$ cat config.mk
export PLATFORM = sky130hd
export DESIGN_NAME = gnsm_cell
export DESIGN_NICKNAME = d
export VERILOG_FILES = /design/src/rtl/core/gnsm_pkg.sv /design/src/rtl/core/gnsm_cell.sv
export SDC_FILE = /design/constraint.sdc
export NUM_CORES = 2
export LEC_CHECK = 0
export BUFFER_PORTS_ARGS = -buffer_cell sky130_fd_sc_hd__buf_2
export CORE_MARGIN = 5
export CORE_UTILIZATION = 40
export DETAILED_ROUTE_END_ITERATION = 16
export GPL_TIMING_DRIVEN = 0
export PLACE_DENSITY_LB_ADDON = 0.2
export SLEW_MARGIN = 20
export SYNTH_ARGS = -nofsm -noshare
export SYNTH_HDL_FRONTEND = slang
export SYNTH_SLANG_ARGS = --single-unit
$ cat constraint.sdc
create_clock -name clk -period 15.1 [get_ports clk]
set_input_delay 1.51 -clock clk [delete_from_list [all_inputs] [get_ports clk]]
set_output_delay 1.51 -clock clk [all_outputs]
set_load 0.01 [all_outputs]
$ cat src/rtl/core/gnsm_pkg.sv
// gnsm_pkg: shared sizes, types and helpers for the greedy nearest slot matcher
// used by gnsm_cell and greedy_nearest_slot_matcher; no dependencies
package gnsm_pkg;

    localparam int NUM_SLOTS  = 16;
    localparam int COORD_BITS = 16;

    // stored coordinate width, capped at the 16-bit input field
    localparam int CoordW = (COORD_BITS > 16) ? 16 : COORD_BITS;
    localparam int DiffW  = CoordW + 1;
    localparam int SqW    = 2 * DiffW;
    localparam int DistW  = SqW + 1;
    localparam int IdxW   = (NUM_SLOTS > 1) ? $clog2(NUM_SLOTS) : 1;
    localparam int CntW   = $clog2(NUM_SLOTS + 1);

    typedef logic signed [CoordW-1:0] coord_t;
    typedef logic [SqW-1:0]           sq_t;
    typedef logic [DistW-1:0]         dist_t;
    typedef logic [IdxW-1:0]          idx_t;

    // best candidate handed from cell to cell
    typedef struct packed {
        logic  found;
        dist_t dist_sq;
        idx_t  idx;
    } best_t;

    // state update broadcast to every cell at the end of a transaction
    typedef struct packed {
        logic en;
        logic eof;
        logic wr;
        idx_t idx;
    } commit_t;

    // per-cell status bits seen by the controller
    typedef struct packed {
        logic used;
        logic claimed;
        logic active;
    } cell_stat_t;

endpackage

$ cat src/rtl/core/gnsm_cell.sv
// gnsm_cell: one slot of the matcher chain, stores a centroid and its flags
// computes its squared distance to the query and forwards the best candidate
// depends on gnsm_pkg
module gnsm_cell
    import gnsm_pkg::*;
(
    input  logic       clk,
    input  logic       rst_n,
    input  idx_t       my_idx,
    input  coord_t     qx,
    input  coord_t     qy,
    input  commit_t    commit,
    input  best_t      best_in,
    output best_t      best_out,
    output cell_stat_t stat
);

    coord_t cx_reg;
    coord_t cy_reg;
    sq_t    sqx_reg;
    sq_t    sqy_reg;
    dist_t  dist_reg;
    logic   used_reg;
    logic   claimed_reg;
    logic   active_reg;
    best_t  best_reg;
    best_t  best_next;

    logic signed [DiffW-1:0] dx;
    logic signed [DiffW-1:0] dy;
    logic signed [SqW-1:0]   px;
    logic signed [SqW-1:0]   py;
    logic                    elig;
    logic                    hit;

    assign dx = {cx_reg[CoordW-1], cx_reg} - {qx[CoordW-1], qx};
    assign dy = {cy_reg[CoordW-1], cy_reg} - {qy[CoordW-1], qy};
    assign px = dx * dx;
    assign py = dy * dy;

    // squares, then their sum, each behind a register
    always_ff @(posedge clk)
    begin
        sqx_reg  <= $unsigned(px);
        sqy_reg  <= $unsigned(py);
        dist_reg <= DistW'(sqx_reg) + DistW'(sqy_reg);
    end

    assign elig = used_reg && !claimed_reg;
    assign hit  = commit.wr && (commit.idx == my_idx);

    // strict less keeps the lower index on a tie
    always_comb
    begin
        best_next = best_in;
        if (elig && (!best_in.found || (dist_reg < best_in.dist_sq)))
        begin
            best_next.found   = 1'b1;
            best_next.dist_sq = dist_reg;
            best_next.idx     = my_idx;
        end
    end

    always_ff @(posedge clk or negedge rst_n)
    begin
        if (!rst_n)
        begin
            best_reg <= '0;
        end
        else
        begin
            best_reg <= best_next;
        end
    end

    always_ff @(posedge clk or negedge rst_n)
    begin
        if (!rst_n)
        begin
            used_reg    <= 1'b0;
            claimed_reg <= 1'b0;
            active_reg  <= 1'b0;
        end
        else if (commit.en)
        begin
            if (commit.eof)
            begin
                active_reg  <= active_reg && (claimed_reg || !used_reg);
                claimed_reg <= 1'b0;
            end
            else if (hit)
            begin
                used_reg    <= 1'b1;
                claimed_reg <= 1'b1;
                active_reg  <= 1'b1;
            end
        end
    end

    always_ff @(posedge clk)
    begin
        if (commit.en && !commit.eof && hit)
        begin
            cx_reg <= qx;
            cy_reg <= qy;
        end
    end

    assign best_out     = best_reg;
    assign stat.used    = used_reg;
    assign stat.claimed = claimed_reg;
    assign stat.active  = active_reg;

endmodule
==> results.env <==
STATUS='finished clean'
ANTENNA_LEFT=0
CP_DATA_ARRIVAL_TIME_PS=10450
TIMING.SETUP.TNS_PS=0
GLOBALROUTEMET3UTIL_PCT=3.67
LAYOUT.CORE_UTILIZATION_PCT=44.0
YS_SEQ_AREA_SHARE_PCT=14.6
AREAGROWTHSYNTHTOFINISH_PCT=8.93
GRT.MET1_USAGE_PCT=25.7
CRITPATHMAXFANOUT=10
CLOCK_INSERTION_DELAY_WORST_SKEW_PS=490
DESIGN.CORE.AREA_MM2=0.0687
HALF_PERIMETER_WIRE_LENGTH_AFTER_PLACEMENT_MM=57.7
TOP_PORTS=128
FINALHOLDVIOLATIONS=0
GR-TOTAL-OVERFLOW=0
NUMBER_OF_CELLS_UPSIZED_OR_DOWNSIZED_AFTER_CTS=0
TIMING.FINAL.CRIT_PERIOD_PS=10070
RSZ0062_AT_GRT='no'
PLACE.GP.CONGESTION=0.921
CRITICAL_PATH_SOURCE_TYPE='input pin'
MAX_FREQ_GHz=0.0993
NUM-FILL-CELLS=6798
SYNTHESIS_STAGE_REGISTER_BIT_COUNT=176
POSTSYNTHNETCOUNT=3794
HOLD_PATH_STARTPOINT='sqx_reg[0]$_DFF_P_'
LAYOUT_COMMON_CELLS='sky130_fd_sc_hd__inv_1, sky130_fd_sc_hd__fa_1, sky130_fd_sc_hd__ha_1'
VIA_COUNT_OF_THE_FIRST_GLOBAL_ROUTING_PASS=21551
CRITICAL_PATH_RT_PS=15480
GR-USAGE-MET2_PCT=32.0
DETAIL_ROUTE.VIAS_PER_CELL=4.87
NUMBER_OF_BUFFERS_INSERTED_DURING_CLOCK_TREE_SYNTHESIS=17
GRT-BUSIEST-LAYER='met2'
HP-CLASS='flop to flop'
FINAL_MAX_SLEW_VIOL_COUNT=0
POST-ROUTE-PERIOD-UTIL_PCT=66.7
POST_SYNTH_NUM_CELL_TYPES=76
SYNTH.CELL_AREA_MM2=0.0278
GRT_MAX_DEGREE=26
PLACEMENT_ROWS=96
CTS_POST_SETUP_BUFFERS_INSERTED=0
SYNTHFLOPTYPE='sky130_fd_sc_hd__dfxtp_1'
DIE_WIDTH_UM=273
MAX_CAP_VIOL_COUNT=0
PORT-BUFFER-COUNT=127
CRIT_PATH_END_KIND='flop'
START_UTIL_PCT=40.4
TIGHTEST_SLEW_PS=1070
CRIT_PATH_MAX_INCR_DELAY_PS=600
LARGEST_REGISTER_FF_COUNT=40
ROUTED_WIRELENGTH_MM=67.8
NUMBER_OF_FAILING_SETUP_ENDPOINTS_IN_THE_FINAL_TIMING_REPORT=0
NUMBER_OF_OPTIMIZATION_ITERATIONS_IN_THE_FIRST_DETAILED_ROUTE_PASS=5
DETAIL_ROUTE.ITER0.VIOLATIONS=1035
TIMING.SLEW.HEADROOM_PCT=28.3
POSTSYNTHAREAPERCELL_UM2=9.57
FINALNETCOUNT=3942
CTS_HTREE_LEVELS=4
GRT.TOTAL_USAGE_PCT=19.0
R2R-START='cy_reg[0]$_DFFE_PP_'
HOLD_BUFFERS=0
LAYOUT.CELLS.MOST_COMMON='sky130_fd_sc_hd__inv_1'
CRITICAL_PATH.MOST_COMMON_CELL='sky130_fd_sc_hd__fa_1'
PATH_CLASS='input pin to flop'
CP-STARTPOINT='qy[0]'
WORSTREGTOREGCELLS=31
SLOWEST_STAGE='sky130_fd_sc_hd__clkbuf_1'
CLK_ROOT_BUFFER_CELL='sky130_fd_sc_hd__clkbuf_16'
MIN_PATH_CELLS=1
FP.DIEH_UM=273
DRC=0
PATH_CLK_SLEW_PS=80
POST_ROUTE_CELLS_DRIVE_ABOVE_1_SHARE_PCT=8.78
VIAS=19467
GRT_ANTENNA_BEFORE_REPAIR=6
GRT_PASS1_WL_MM=112
YOSYSWARNINGCOUNT=0
DIE_AREA_MM2=0.0748
SYNTH_CELLS=2903
ROUTEDWLPERCELL_UM=17.0
CTS_BUFFER_DEPTH=2
NUMBER_OF_ENABLE_FLIP_FLOP_CELLS_AFTER_SYNTHESIS=32
CLOCK_SINK_COUNT=176
POSTSYNTH.ASYNCRESETSHARE_PCT=24.4
CLOCK-SKEW-FINAL_PS=19.3
CTS_TREE='done'
final timing paths:
kind / end / slack (ps)
worst max-delay path: sqy_reg[32]$_DFF_P_ / 5030
worst min-delay path: dist_reg[0]$_DFF_P_ / 460
worst max register to register: sqy_reg[32]$_DFF_P_ / 5790
worst min register to register: dist_reg[0]$_DFF_P_ / 460
max in group asynchronous: best_out[28]$_DFF_PN0_ / 13490
min in group asynchronous: best_out[14]$_DFF_PN0_ / 1030
area by class of cell:
class                           count  area (µm²)  share of cell area [%]
Antenna cell                        1        2.50                 0.00827
Sequential cell                   176        4060                    13.4
Inverter                          753        2830                    9.34
Multi-Input combinational cell   1905       20600                    68.1
Tap cell                          931        1160                    3.85
Timing Repair Buffer              129         676                    2.23
Clock inverter                     15         188                   0.620
Buffer                             69         318                    1.05
Clock buffer                       17         425                    1.41
synth_stat cells, types with 15 or more instances:
master / instances / share of area (%)
sky130_fd_sc_hd__and3_1: 16 / 0.36
sky130_fd_sc_hd__o21ai_0: 48 / 0.87
sky130_fd_sc_hd__dfxtp_1: 101 / 7.3
sky130_fd_sc_hd__o21a_1: 15 / 0.41
sky130_fd_sc_hd__a21o_1: 57 / 1.5
sky130_fd_sc_hd__buf_2: 17 / 0.31
sky130_fd_sc_hd__a21oi_1: 82 / 1.5
sky130_fd_sc_hd__ha_1: 263 / 12
sky130_fd_sc_hd__nor2_1: 253 / 3.4
sky130_fd_sc_hd__inv_1: 743 / 10
sky130_fd_sc_hd__nand4_1: 15 / 0.34
sky130_fd_sc_hd__clkbuf_1: 43 / 0.58
sky130_fd_sc_hd__dfrtp_1: 43 / 3.9
sky130_fd_sc_hd__xnor2_1: 90 / 2.8
sky130_fd_sc_hd__edfxtp_1: 32 / 3.5
sky130_fd_sc_hd__mux2_2: 30 / 1.2
sky130_fd_sc_hd__nand2b_1: 26 / 0.59
sky130_fd_sc_hd__fa_1: 543 / 39
sky130_fd_sc_hd__nand2_1: 219 / 3.0
sky130_fd_sc_hd__nor3_1: 22 / 0.40
sky130_fd_sc_hd__xor2_1: 36 / 1.1
sky130_fd_sc_hd__nand3_1: 18 / 0.32
cell families (layout without fill, tap and decap cells):
group,count (synthesis),in the layout,share of synthesized area [%]
buffers and inverters,822,983,11.3
multiplexers,42,42,1.83
XOR/XNOR,126,126,3.97
adder cells (fa/ha/maj),806,806,51.0
other,0,1,0
AO/OA/AOI/OAI,311,311,7.63
AND/OR/NAND/NOR,620,620,9.64
flip-flops,176,176,14.6
stage by stage:
step / instance area, µm² / instances / setup WS (ps) / hold slack (ps)
6_report: 30300 / 3996 / 5030 / 462
4_1_cts: 30200 / 3995 / 5140 / 465
5_1_grt: 30300 / 3996 / 4570 / 469
2_1_floorplan: 27800 / 2903 / 6100 / 420
3_3_place_gp: 29600 / 3961 / 4670 / 450
3_5_place_dp: 29600 / 3963 / 4640 / 441
critical path, delay by kind of cell:
| family | cells | cell delay [ps] |
|---|---|---|
| XOR/XNOR | 2 | 700 |
| AO/OA/AOI/OAI | 11 | 2600 |
| buffers and inverters | 5 | 860 |
| AND/OR/NAND/NOR | 4 | 790 |
| adder cells (fa/ha/maj) | 9 | 4020 |
routing by layer:
| metal | vias up | part of all wire (%) |
|---|---|---|
| li1 | 9142 | - |
| met1 | 9833 | 45 |
| met2 | 418 | 48 |
| met3 | 66 | 5.5 |
| met4 | 8 | 1.6 |
| met5 | - | 0.081 |
Power is not shown: default switching activity piles up to over one toggle a cycle in this logic, so the estimate is an artifact.
